### config.mk
export PLATFORM = sky130hd
export DESIGN_NAME = signed_int_to_decimal_ascii
export DESIGN_NICKNAME = d
export VERILOG_FILES = /design/src/rtl/core/sitd_pkg.sv /design/src/rtl/core/sitd_dabble.sv /design/src/rtl/core/signed_int_to_decimal_ascii.sv
export SDC_FILE = /design/constraint.sdc
export NUM_CORES = 1
export LEC_CHECK = 0
export BUFFER_PORTS_ARGS = -buffer_cell sky130_fd_sc_hd__buf_2
export CAP_MARGIN = 40
export CORE_MARGIN = 3
export CORE_UTILIZATION = 30
export CTS_BUF_LIST = sky130_fd_sc_hd__clkbuf_8 sky130_fd_sc_hd__clkbuf_16
export CTS_CLUSTER_SIZE = 25
export DETAILED_ROUTE_END_ITERATION = 10
export SYNTH_ARGS = -nofsm -noshare
export SYNTH_HDL_FRONTEND = slang
export SYNTH_SLANG_ARGS = --single-unit
### constraint.sdc
create_clock -name clk -period 4.35 [get_ports clk]
set_clock_uncertainty 0.05 [all_clocks]
set_input_delay 0.2175 -clock clk [delete_from_list [all_inputs] [get_ports clk]]
set_output_delay 0.2175 -clock clk [all_outputs]
set_load 0.02 [all_outputs]
### src/rtl/core/sitd_pkg.sv
// ----------------------------------------------------------------------------
// sitd_pkg
// Shared types and constants for the signed integer to decimal text block.
// ----------------------------------------------------------------------------
package sitd_pkg;

	// default input width
	localparam int VALUE_BITS_DEF = 32;

	// one decimal digit in bcd
	localparam int DIGIT_W = 4;

	// a bcd digit at or above this value gets the add-3 correction
	localparam logic [DIGIT_W-1:0] BCD_LIMIT = 4'd5;
	localparam logic [DIGIT_W-1:0] BCD_ADJ   = 4'd3;

	// ascii codes, kept to the six output bits
	localparam int CHAR_W = 6;
	localparam logic [CHAR_W-1:0] CH_ZERO  = 6'd48;
	localparam logic [CHAR_W-1:0] CH_MINUS = 6'd45;

	// sequencer states
	typedef enum logic [2:0] {
		ST_IDLE,
		ST_CONV,
		ST_SKIP,
		ST_SIGN,
		ST_EMIT
	} sitd_state_t;

endpackage

### src/rtl/core/sitd_dabble.sv
// ----------------------------------------------------------------------------
// sitd_dabble
// One shift-add-3 step of binary to bcd conversion: every digit at five or
// above gets three added, then the word moves left by one and takes a new bit.
// ----------------------------------------------------------------------------
module sitd_dabble
	import sitd_pkg::*;
#(
	parameter int NDIG = 10
) (
	input  logic [NDIG*DIGIT_W-1:0] bcd_in,
	input  logic                    bit_in,
	output logic [NDIG*DIGIT_W-1:0] bcd_out
);

	logic [NDIG*DIGIT_W-1:0] adj;

	// per-digit correction, digits are independent
	always_comb begin
		for (int i = 0; i < NDIG; i++) begin
			if (bcd_in[i*DIGIT_W +: DIGIT_W] >= BCD_LIMIT) begin
				adj[i*DIGIT_W +: DIGIT_W] = bcd_in[i*DIGIT_W +: DIGIT_W] + BCD_ADJ;
			end else begin
				adj[i*DIGIT_W +: DIGIT_W] = bcd_in[i*DIGIT_W +: DIGIT_W];
			end
		end
	end

	// shift in the next magnitude bit
	assign bcd_out = {adj[NDIG*DIGIT_W-2:0], bit_in};

endmodule

### src/rtl/core/signed_int_to_decimal_ascii.sv
// ----------------------------------------------------------------------------
// signed_int_to_decimal_ascii
// Turns one signed integer into its decimal ascii text, most significant
// character first, with a leading minus for negative values.
//
// Input channel: value with in_valid / in_ready. Output channel: one word per
// character, char_out and last, with out_valid / out_ready; last marks the
// final digit of a number. Zero gives one '0'; no leading zeros, no null.
// After a word is taken the magnitude is converted to bcd one bit per cycle
// by a shared shift-add-3 step. Leading zero digits are then dropped one per
// cycle, and the sign and digits go out one per cycle while the receiver
// takes them; the bit-serial bcd loop takes most of a number's time. in_ready
// is low while a number is being worked on. A stalled receiver holds the
// current character in the output register and the sequencer waits. Reset
// returns to idle and drops any character not yet taken.
// ----------------------------------------------------------------------------
module signed_int_to_decimal_ascii
	import sitd_pkg::*;
#(
	parameter int VALUE_BITS = VALUE_BITS_DEF
) (
	input  logic                         clk,
	input  logic                         arst_n,
	input  logic                         in_valid,
	output logic                         in_ready,
	input  logic signed [VALUE_BITS-1:0] value,
	output logic                         out_valid,
	input  logic                         out_ready,
	output logic        [CHAR_W-1:0]     char_out,
	output logic                         last
);

	// decimal digits needed for any magnitude up to 2^(VALUE_BITS-1)
	localparam int NDIG   = (VALUE_BITS * 1233) / 4096 + 1;
	localparam int BCD_W  = NDIG * DIGIT_W;
	localparam int CNT_W  = $clog2(VALUE_BITS);
	localparam int DCNT_W = $clog2(NDIG + 1);

	sitd_state_t state_q, state_d;

	logic [VALUE_BITS-1:0] mag_q;
	logic [BCD_W-1:0]      bcd_q;
	logic [BCD_W-1:0]      bcd_step;
	logic [CNT_W-1:0]      cnt_q;
	logic [DCNT_W-1:0]     dcnt_q;
	logic                  neg_q;
	logic                  out_valid_q;
	logic [CHAR_W-1:0]     char_q;
	logic                  last_q;

	logic [DIGIT_W-1:0]    top_dig;
	logic                  out_free;
	logic                  in_acc;
	logic                  do_step;
	logic                  do_shift;
	logic                  ld_sign;
	logic                  ld_dig;

	assign top_dig  = bcd_q[BCD_W-1 -: DIGIT_W];
	assign out_free = !out_valid_q || out_ready;
	assign in_ready = (state_q == ST_IDLE);
	assign in_acc   = in_valid && in_ready;

	// shared bcd conversion step
	sitd_dabble #(
		.NDIG (NDIG)
	) u_dabble (
		.bcd_in  (bcd_q),
		.bit_in  (mag_q[VALUE_BITS-1]),
		.bcd_out (bcd_step)
	);

	// state register
	always_ff @(posedge clk or negedge arst_n) begin
		if (!arst_n) begin
			state_q <= ST_IDLE;
		end else begin
			state_q <= state_d;
		end
	end

	// next state and strobes
	always_comb begin
		state_d  = state_q;
		do_step  = 1'b0;
		do_shift = 1'b0;
		ld_sign  = 1'b0;
		ld_dig   = 1'b0;
		unique case (state_q)
			ST_IDLE: begin
				if (in_valid) begin
					state_d = ST_CONV;
				end
			end
			ST_CONV: begin
				do_step = 1'b1;
				if (cnt_q == CNT_W'(VALUE_BITS - 1)) begin
					state_d = ST_SKIP;
				end
			end
			ST_SKIP: begin
				if (top_dig == '0 && dcnt_q != DCNT_W'(1)) begin
					do_shift = 1'b1;
				end else if (neg_q) begin
					state_d = ST_SIGN;
				end else begin
					state_d = ST_EMIT;
				end
			end
			ST_SIGN: begin
				if (out_free) begin
					ld_sign = 1'b1;
					state_d = ST_EMIT;
				end
			end
			ST_EMIT: begin
				if (out_free) begin
					ld_dig   = 1'b1;
					do_shift = 1'b1;
					if (dcnt_q == DCNT_W'(1)) begin
						state_d = ST_IDLE;
					end
				end
			end
			default: begin
				state_d = ST_IDLE;
			end
		endcase
	end

	// magnitude, bcd word and counters
	always_ff @(posedge clk or negedge arst_n) begin
		if (!arst_n) begin
			cnt_q  <= '0;
			dcnt_q <= '0;
			neg_q  <= 1'b0;
		end else begin
			if (in_acc) begin
				neg_q  <= value[VALUE_BITS-1];
				cnt_q  <= '0;
				dcnt_q <= DCNT_W'(NDIG);
			end else if (do_step) begin
				cnt_q <= cnt_q + CNT_W'(1);
			end else if (do_shift) begin
				dcnt_q <= dcnt_q - DCNT_W'(1);
			end
		end
	end

	always_ff @(posedge clk) begin
		if (in_acc) begin
			mag_q <= value[VALUE_BITS-1] ? (~value + VALUE_BITS'(1)) : value;
			bcd_q <= '0;
		end else if (do_step) begin
			mag_q <= {mag_q[VALUE_BITS-2:0], 1'b0};
			bcd_q <= bcd_step;
		end else if (do_shift) begin
			bcd_q <= {bcd_q[BCD_W-DIGIT_W-1:0], {DIGIT_W{1'b0}}};
		end
	end

	// output register
	always_ff @(posedge clk or negedge arst_n) begin
		if (!arst_n) begin
			out_valid_q <= 1'b0;
		end else if (ld_sign || ld_dig) begin
			out_valid_q <= 1'b1;
		end else if (out_ready) begin
			out_valid_q <= 1'b0;
		end
	end

	always_ff @(posedge clk) begin
		if (ld_sign) begin
			char_q <= CH_MINUS;
			last_q <= 1'b0;
		end else if (ld_dig) begin
			char_q <= CH_ZERO + {{(CHAR_W-DIGIT_W){1'b0}}, top_dig};
			last_q <= (dcnt_q == DCNT_W'(1));
		end
	end

	assign out_valid = out_valid_q;
	assign char_out  = char_q;
	assign last      = last_q;

endmodule
==> metrics.cfg, run 1 <==
[status]
status=completed

[power_and_ir_drop]
vdd_ir_drop_max_mv=0.242
powerDensity_nw_per_um2=748
leakage_uw=0.00249

[worst_hold_path]
hp-start=value[0]
worstHoldPathType=in2reg

[route]
dr.pass1.iters=4
drt_iter0_drc=260
ant_nets=0
wirelength_mm=12.7
vias=4701
drc=0
vias_per_cell=5.13
drt-wirelength-per-cell_um=13.8

[setup_path]
cp_cell_sequence=nor3_1, nand2_2, buf_4, nor4_1, a22o_1
crit_fanout=47
cp-start-kind=register
path_class=reg2reg
crit_buf_inv=1
crit_path_end_kind=register
critical_path.slowest_cell=nand2_2
crit_arrival_ns=2.73
path_delay_family=simple AND/OR/NAND/NOR gates
regToRegStartpoint=state_q[0]
cp-startpoint=state_q[0]
cp.required_ns=4.53
slowest_delay_ns=0.54

[clock_network]
clock_sinks=92
cts_made_buffers=9
cts-root-buf=clkbuf_16
cts.path.max_buffers=2
cts_tree=done
htreeDepth=3
clk_pin_slew_ns=0.07
clk_latency_ns=0.35

[logic_synthesis]
syn_area_um2=5670
ys_types=56
synth_edf_count=32
synthTopCellsByArea=edfxtp_1, dfxtp_1, o21ai_0
ys_seq_elements=92
async_reset_ff_share_pct=15.2
syn_inst=656
yosys_warnings=0
synth_top_area_share_pct=16.9
ys_seq_area_share_pct=39.4
syn_avg_cell_area_um2=8.64
ys.flop_type=dfxtp_1
yosys.area.top_type=edfxtp_1
syn-num-nets=718

[sta]
max_slew_margin_pct=46.1
tightest_slew_ns=0.806
rsz0062_at_grt=false
fin_ws_ns=1.80
finalSetupViolCount=0
clock.fmax_mhz=392
hold_viol=0
tns_ns=0
post-route-period-util_pct=58.7
drv_slew=0
period_minus_slack_ns=2.55

[global_route]
grt-ovfl-total=0
grt_pass1_vias=4426
grt_pass1_wl_mm=21.8
grt_max_degree=48
antenna_found_initial=0
grt_usage_pct=13.0

[finish]
nFillCells=1922
synthToLayoutAreaGrowth_pct=12.9
final_nets=744
utilization_pct=35.0
n_antenna_cell=0
drive_gt1_share_pct=11.1

[die]
dieWidth_um=143
core_area_um2=18300
ios=45
rows=49
start_util_pct=31.0
dieArea_um2=20600
die_y_um=143

[placement]
portBuffers=43
dp_hpwl_mm=8.50
place_ws_ns=1.83
finalWeightedCongestion=0.823

[job]
max_cap_violations=0

## report_power, final
part	switching, uW	leakage [uW]	internal, uW
clock	354	0.000169	543
combinational	1290	0.00145	822
sequential	359	0.000869	1420
total	2000	0.00249	2780
## kinds of logic after synthesis
family / after synthesis / share of synthesized area [%]
fa+ha+maj: 26 / 5.74
xor+xnor: 42 / 6.49
flops: 92 / 39.4
other cells: 1 / 0.0661
compound gates: 210 / 22.6
mux: 12 / 2.12
simple gates: 198 / 18.0
buf+inv: 75 / 5.67
## flip-flops by register name, indices dropped and copies added (netlist names)
signal     flops
last           1
mag_q         32
out_valid      1
dcnt_q         4
neg_q          1
cnt_q          5
state_q        3
bcd_q         40
char_out       5
## cell usage in the layout (no fill, tap or decap), drive strengths merged, types with 14 or more instances in the layout
master and instances:
inv 41, ha 26, nor2 34, dfrtp 14, nand2 79, xnor2 18
edfxtp 32, buf 49, a21oi 62, xor2 24, a31oi 14, dfxtp 46
o21ai 71
## tightest hold or removal path: stages
cell and delay [ns]:
buf_2 0.10, inv_1 0.05, nor2_1 0.10
## metrics by stage
step | instances | hold WS (ns) | area, um2 | total power (uW)
floorplan | 656 | -0.128 | 5670 | 3420
global placement | 899 | 0.0875 | 6050 | 3890
detailed placement | 899 | 0.0902 | 6050 | 3920
CTS | 916 | 0.166 | 6400 | 4830
global route | 916 | 0.202 | 6400 | 5260
finish | 916 | 0.182 | 6400 | 4790
## Yosys cell counts, types with 3 or more instances
library cell,n
a211oi_1,11
a21oi_1,62
a311oi_1,8
a31oi_1,14
and3_1,3
and3b_1,9
buf_1,5
buf_2,8
buf_4,4
clkbuf_1,16
dfrtp_1,14
dfxtp_1,46
edfxtp_1,32
ha_1,26
inv_1,39
mux2i_1,12
nand2_1,78
nand2b_1,12
nand3_1,10
nand4_1,3
nor2_1,34
nor3_1,12
nor3b_1,11
nor4_1,6
o211ai_1,8
o21ai_0,71
o22ai_1,4
o31ai_1,9
o32ai_1,8
o41ai_1,5
or3_1,4
xnor2_1,18
xor2_1,24
## timing repair
item                                   CTS  global route
gates resized for setup                  0             0
buffers inserted                         0             0
endpoints found under the hold margin   14             0
hold buffers                             1             0
## per-layer routing
layer	wire, um	global-route usage, %	up-vias
li1	-	-	2426
met3	493	3.83	17
met1	6420	18.1	2182
met2	5550	19.6	76
met4	197	4.11	0
met5	0	0	-
## layout make-up
class	instances	area [um2]	share of cell area [%]
flip-flops and latches	92	2230	34.9
inverters	40	150	2.35
multi-input cells	489	3120	48.7
clock buffers	10	250	3.91
clock inverters	6	92.6	1.45
well taps	229	287	4.48
repair buffers	50	270	4.22
## path summary, 6_finish.rpt
path / to / slack (ns) / depth (start not counted)
worst max-delay path: mag_q[31] / 1.80 / 5
min in group asynchronous: cnt_q[1] / 0.25 / 2
max in group asynchronous: state_q[0] / 3.76 / 2
worst min-delay path: mag_q[0] / 0.18 / 3
worst max register to register: mag_q[31] / 1.80 / 5
worst min register to register: char_out[4] / 0.40 / 2
Power figures use the tool's default switching activity.
==> run 2, diff against run 1 <==
Clock period 4.35 ns to 2.5 ns, I/O delays scaled along.
==> metrics.cfg, run 2 (synthesized netlist as in run 1, its figures left out) <==
[status]
status=completed

[placement]
dp_hpwl_mm=8.62  ; +1.3%
portBuffers=43  ; unchanged
place_area_um2=6140  ; +1.5%
finalWeightedCongestion=0.849  ; +3.2%

[clock_network]
cts.path.max_buffers=2  ; unchanged
clk_pin_slew_ns=0.07  ; about the same
clock_sinks=92  ; unchanged
htreeDepth=3  ; unchanged
cts_tree=done
cts-root-buf=clkbuf_16
clk_latency_ns=0.34  ; about the same
cts_made_buffers=9  ; unchanged

[die]
start_util_pct=31.0  ; unchanged
core_area_um2=18300  ; unchanged
dieWidth_um=143  ; unchanged
ios=45  ; unchanged
die_y_um=143  ; unchanged
dieArea_um2=20600  ; unchanged
rows=49  ; unchanged

[setup_path]
cp.required_ns=2.52  ; -2.01 ns
critical_path.slowest_cell=dfrtp_1
ff2ff_setup_slack_ns=0.41  ; -1.39 ns
cp-start-kind=register
cp_cell_sequence=nor3_2, nand2_2, buf_4, nand2_1, o21ai_0
crit_arrival_ns=2.11  ; -0.62 ns
r2r-end=mag_q[17]
regToRegStartpoint=state_q[0]
crit_buf_inv=1  ; unchanged
rr_worst_depth=5  ; unchanged
path_class=reg2reg
path_delay_family=simple AND/OR/NAND/NOR gates
crit_path_end_kind=register
crit_fanout=25  ; -47%
slowest_delay_ns=0.47  ; -0.07 ns

[power_and_ir_drop]
leakage_uw=0.00252  ; +1.1%
powerDensity_nw_per_um2=1280  ; +71%
vdd_ir_drop_max_mv=0.458  ; +90%
p_total_uw=8230  ; +72%

[finish]
drive_gt1_share_pct=12.1  ; +1.0 points
design_area_um2=6440  ; +0.61%
mostFrequentLayoutCell=nand2_1
nFillCells=1898  ; -1.2%
n_antenna_cell=0  ; unchanged
final_nets=752  ; +1.1%
utilization_pct=35.2  ; +0.21 points
synthToLayoutAreaGrowth_pct=13.6
top_regs=bcd_q (40), mag_q (32)
regMostFlops=bcd_q
largest_reg_flops=40  ; unchanged
final_cell_mix=nand2_1, o21ai_0, a21oi_1

[sta]
hold_viol=0  ; unchanged
clock.fmax_mhz=478  ; +22%
period_minus_slack_ns=2.09  ; -0.458 ns
finalSetupViolCount=0  ; unchanged
rsz0062_at_grt=false
drv_slew=0  ; unchanged
max_slew_margin_pct=64.6  ; +19 points
post-route-period-util_pct=83.7  ; +25 points
tns_ns=0  ; unchanged
hold-worst-slack_ns=0.0940  ; -0.0882 ns
tightest_slew_ns=0.529  ; -0.278 ns

[route]
vias_per_cell=5.16  ; +0.50%
drt_iter0_drc=200  ; -23%
drc=0  ; unchanged
ant_nets=0  ; unchanged
dr.pass1.iters=5  ; +1
drt-wirelength-per-cell_um=13.9  ; +0.36%
wirelength_mm=12.8  ; +1.2%
vias=4766  ; +1.4%

[global_route]
antenna_found_initial=0  ; unchanged
grt_max_degree=38  ; -21%
grt_pass1_vias=4366  ; -1.4%
grt_usage_pct=12.9  ; -0.13 points
grt-ovfl-total=0  ; unchanged
grt_pass1_wl_mm=21.9  ; +0.41%

[job]
max_cap_violations=0  ; unchanged

[worst_hold_path]
hp-start=out_ready
worst_hold_path.endpoint=out_valid
min_path_cells=3  ; unchanged
worstHoldPathType=in2reg

## run 2: cell types whose count changed in the layout (fill, tap and decap cells not counted), moves of 2 or more
cell,previous run,this run
buf_12,0,2
buf_4,6,12
bufinv_16,2,0
inv_1,39,41
## run 2: how the worst max path moves through the flow
| stage | start | end | slack, ns | depth (start not counted) |
|---|---|---|---|---|
| after floorplan | state_q[0] | mag_q[0] | 0.16 | 6 |
| after global placement | state_q[0] | mag_q[17] | 0.42 | 5 |
| after detailed placement | state_q[0] | mag_q[17] | 0.40 | 5 |
| after CTS | state_q[0] | mag_q[17] | 0.39 | 5 |
| after global routing | state_q[0] | bcd_q[9] | 0.21 | 5 |
| final | state_q[0] | mag_q[17] | 0.41 | 5 |
## run 2: per-stage QoR
| step | instances | setup WS, ns |
|---|---|---|
| global placement | 907 | 0.424 |
| CTS | 924 | 0.388 |
| finish | 924 | 0.407 |
| global route | 924 | 0.210 |
| detailed placement | 907 | 0.397 |
| floorplan | 656 | 0.164 |
## run 2: worst min-delay path, cell delays in order
cell and delay, ns:
buf_2 0.09, nand2b_1 0.15, nand3_1 0.08
## run 2: cell type report
type / instances / area [um2] / area share, %
well taps: 229 / 287 / 4.45
inverters: 40 / 150 / 2.33
clock inverters: 6 / 38.8 / 0.602
flip-flops and latches: 92 / 2230 / 34.7
multi-input cells: 489 / 3130 / 48.5
clock buffers: 10 / 250 / 3.89
repair buffers: 58 / 355 / 5.52
## run 2: routing by layer
metal | routed length [um] | GRT usage (%) | up-vias
met1 | 6470 | 18.1 | 2209
met4 | 198 | 4.11 | 0
met5 | 0 | 0 | -
li1 | - | - | 2455
met2 | 5680 | 20.2 | 88
met3 | 468 | 2.46 | 14
## run 2: report_power, final
group	internal [uW]	switching [uW]	total, uW
Clock	732	588	1320
Combinational	1540	2280	3810
Sequential	2460	628	3090
Total	4730	3490	8230
## run 2: repair_timing
action | CTS | global route
endpoints found under the hold margin | 14 | 0
setup endpoints to repair | 0 | 0
setup buffers | 0 | 0
resized for setup | 0 | 0
hold buffers | 1 | 0
==> run 3, diff against run 2 <==
Settings changed: ABC_AREA from default to 1.
Clock period 2.5 ns to 1.9 ns, I/O delays scaled along.
==> metrics.cfg, run 3 <==
[finish]
regArea_um2=2230  ; about the same
multi_input_area_um2=3170  ; +1.5%
regMostFlops=bcd_q
final_cell_mix=nand2_1, nor2_1, o21ai_0, inv_1, nand3_1
n_antenna_cell=0  ; unchanged
final_nets=981  ; +30%
largest_reg_flops=40  ; unchanged
final_cells=1184  ; +28%
top_regs=bcd_q (40), mag_q (32)
synthToLayoutAreaGrowth_pct=16.9
utilization_pct=36.3  ; +1.0 points
mostFrequentLayoutCell=nand2_1
nFillCells=2088  ; +10%
drive_gt1_share_pct=11.1  ; -0.94 points

[placement]
portBuffers=43  ; unchanged
dp_hpwl_mm=9.87  ; +15%
dp.cells=1163  ; +28%
finalWeightedCongestion=0.841  ; -0.94%

[logic_synthesis]
ys_top_cells_by_count=nand2_1, nor2_1, o21ai_0, inv_1, nand3_1
ys_seq_elements=92  ; unchanged
syn_avg_cell_area_um2=6.78  ; -22%
async_reset_ff_share_pct=15.2  ; unchanged
synth_top_area_share_pct=16.4  ; -0.53 points
syn_inst=870  ; +33%
synthTopCellsByArea=nand2_1, edfxtp_1, dfxtp_1
ys_types=32  ; -43%
ys.flop_type=dfxtp_1
yosys_warnings=0  ; unchanged
syn_area_um2=5900  ; +4.0%
ys_seq_area_share_pct=37.8  ; -1.5 points
yosys.area.top_type=nand2_1
yosysMostFrequentCell=nand2_1
syn-num-nets=932  ; +30%
synth_edf_count=32  ; unchanged

[clock_network]
clk_latency_ns=0.35  ; about the same
cts_tree=done
clk_pin_slew_ns=0.07  ; about the same
htreeDepth=3  ; unchanged
cts_made_buffers=9  ; unchanged
cts.path.max_buffers=2  ; unchanged
clock_sinks=92  ; unchanged
cts-root-buf=clkbuf_16

[die]
start_util_pct=31.0  ; about the same
die_y_um=146  ; +1.9%
core_area_um2=19000  ; +4.1%
ios=45  ; unchanged
dieWidth_um=146  ; +1.9%
rows=50  ; +2.0%
dieArea_um2=21400  ; +3.9%

[worst_hold_path]
worst_hold_path.endpoint=mag_q[0]
hp-start=value[0]
min_path_cells=3  ; unchanged
worstHoldPathType=in2reg

[route]
drt-wirelength-per-cell_um=11.7  ; -16%
ant_nets=0  ; unchanged
drt_iter0_drc=283  ; +42%
wirelength_mm=13.8  ; +7.7%
vias=5525  ; +16%
vias_per_cell=4.67  ; -9.5%
drc=0  ; unchanged
dr.pass1.iters=5  ; unchanged

[global_route]
grt_usage_pct=13.2  ; +0.32 points
antenna_found_initial=0  ; unchanged
grt_pass1_vias=5135  ; +18%
grt_pass1_wl_mm=23.9  ; +9.3%
grt-ovfl-total=0  ; unchanged
grt_max_degree=52  ; +37%

[power_and_ir_drop]
vdd_ir_drop_max_mv=0.587  ; +28%
p_sw_uw=4690  ; +34%
power_switching_share_pct=42.7  ; +0.31 points
clockPowerShare_pct=17.5  ; +1.4 points
pwr-share-comb_pct=48.0  ; +1.6 points
leakage_uw=0.00323  ; +28%
seqPwrFrac_pct=34.5  ; -3.1 points
intPower_uw=6280  ; +33%
powerDensity_nw_per_um2=1590  ; +25%

[sta]
rsz0062_at_grt=true
clock.fmax_mhz=570  ; +19%
drv_slew=0  ; unchanged
hold_viol=0  ; unchanged
post-route-period-util_pct=92.4  ; +8.7 points
period_minus_slack_ns=1.76  ; -0.337 ns
tns_ns=0  ; unchanged
finalSetupViolCount=0  ; unchanged

[setup_path]
rr_worst_depth=11  ; +6
regToRegStartpoint=dcnt_q[0]
crit_path_end_kind=register
critical_path.slowest_cell=dfrtp_1
path_class=reg2reg
r2r-end=dcnt_q[3]
crit_arrival_ns=1.92  ; -0.19 ns
cp_cell_sequence=ha_1, nand2_1, nor2_2, nor2_1, nand2_1, nand2_2, inv_1, nand2_1, nand2_1, nand2_1, nand3_1
crit_fanout=9  ; -64%
slowest_delay_ns=0.40  ; -0.07 ns
ff2ff_setup_slack_ns=0.14  ; -0.26 ns
cp-start-kind=register
cpMostUsedCell=nand2_1
cp.required_ns=2.06  ; -0.46 ns

[status]
status=completed

[job]
max_cap_violations=0  ; unchanged

run 3: cell types whose count changed in the layout (fill, tap and decap cells not counted), sizes merged, moves of 16 or more:
cell / before / now
inv: 42 / 96
nand2: 79 / 261
nand3: 10 / 62
nor2: 34 / 92
o21ai: 71 / 98
xor2: 24 / 8
run 3: worst max-delay path by stage:
stage	slack, ns	to	from
6_report	0.14	dcnt_q[3]	dcnt_q[0]
5_1_grt	-0.03	bcd_q[32]	state_q[1]
4_1_cts	0.10	bcd_q[38]	dcnt_q[1]
3_5_place_dp	0.13	bcd_q[38]	dcnt_q[1]
3_3_place_gp	0.17	mag_q[26]	value[0]
2_1_floorplan	0.005	mag_q[0]	state_q[1]
run 3: metrics by stage:
step / hold slack, ns / area (um2) / setup slack [ns] / power (uW)
3_3_place_gp: -0.0295 / 6520 / 0.170 / 8900
4_1_cts: 0.0705 / 6850 / 0.103 / 11000
6_report: 0.0646 / 6900 / 0.144 / 11000
5_1_grt: 0.0801 / 6900 / -0.0319 / 12100
2_1_floorplan: -0.251 / 5920 / 0.00485 / 7600
3_5_place_dp: -0.0329 / 6520 / 0.129 / 8990
run 3: area by class of cell:
cell class	instances	area share (%)
flip-flops and latches	92	32.4
clock buffers	11	3.83
clock inverters	5	0.798
inverters	94	5.12
well taps	260	4.72
repair buffers	70	7.17
multi-input cells	652	46.0
run 3: logic make-up (layout without fill, tap and decap cells):
logic type | Yosys count | in the layout | synth area share (%)
simple gates | 441 | 441 | 30.9
compound gates | 171 | 171 | 14.8
buf+inv | 126 | 180 | 8.93
flops | 92 | 92 | 37.8
fa+ha+maj | 26 | 26 | 5.52
xor+xnor | 13 | 13 | 1.93
other cells | 1 | 1 | 0.0636
run 3: critical path, delay by kind of cell, from the launching register on:
kind                     cells  cell delay (ns)
AND/OR/NAND/NOR              9             0.91
flip-flops                   1             0.40
adder cells (fa/ha/maj)      1             0.20
buffers and inverters        1             0.06
run 3: metal layers:
| metal | track usage (%) | routed length (um) | vias up |
|---|---|---|---|
| li1 | - | - | 2933 |
| met1 | 17.9 | 6910 | 2483 |
| met2 | 21.7 | 6270 | 99 |
| met3 | 2.30 | 481 | 10 |
| met4 | 4.00 | 138 | 0 |
| met5 | 0 | 0 | - |
run 3: timing repair:
item,CTS,global route
gates resized for setup,0,7
hold endpoints to repair,14,0
hold buffers,1,0
endpoints found under the setup margin,0,37
setup buffers,0,4
run 3: power by group through the flow:
stage	logic [uW]	registers, uW	clock network [uW]
2_1_floorplan	3880	3720	0
5_1_grt	6150	3920	2050
3_5_place_dp	5180	3810	0
6_report	5270	3780	1920
3_3_place_gp	5100	3800	0
4_1_cts	5210	3780	1980
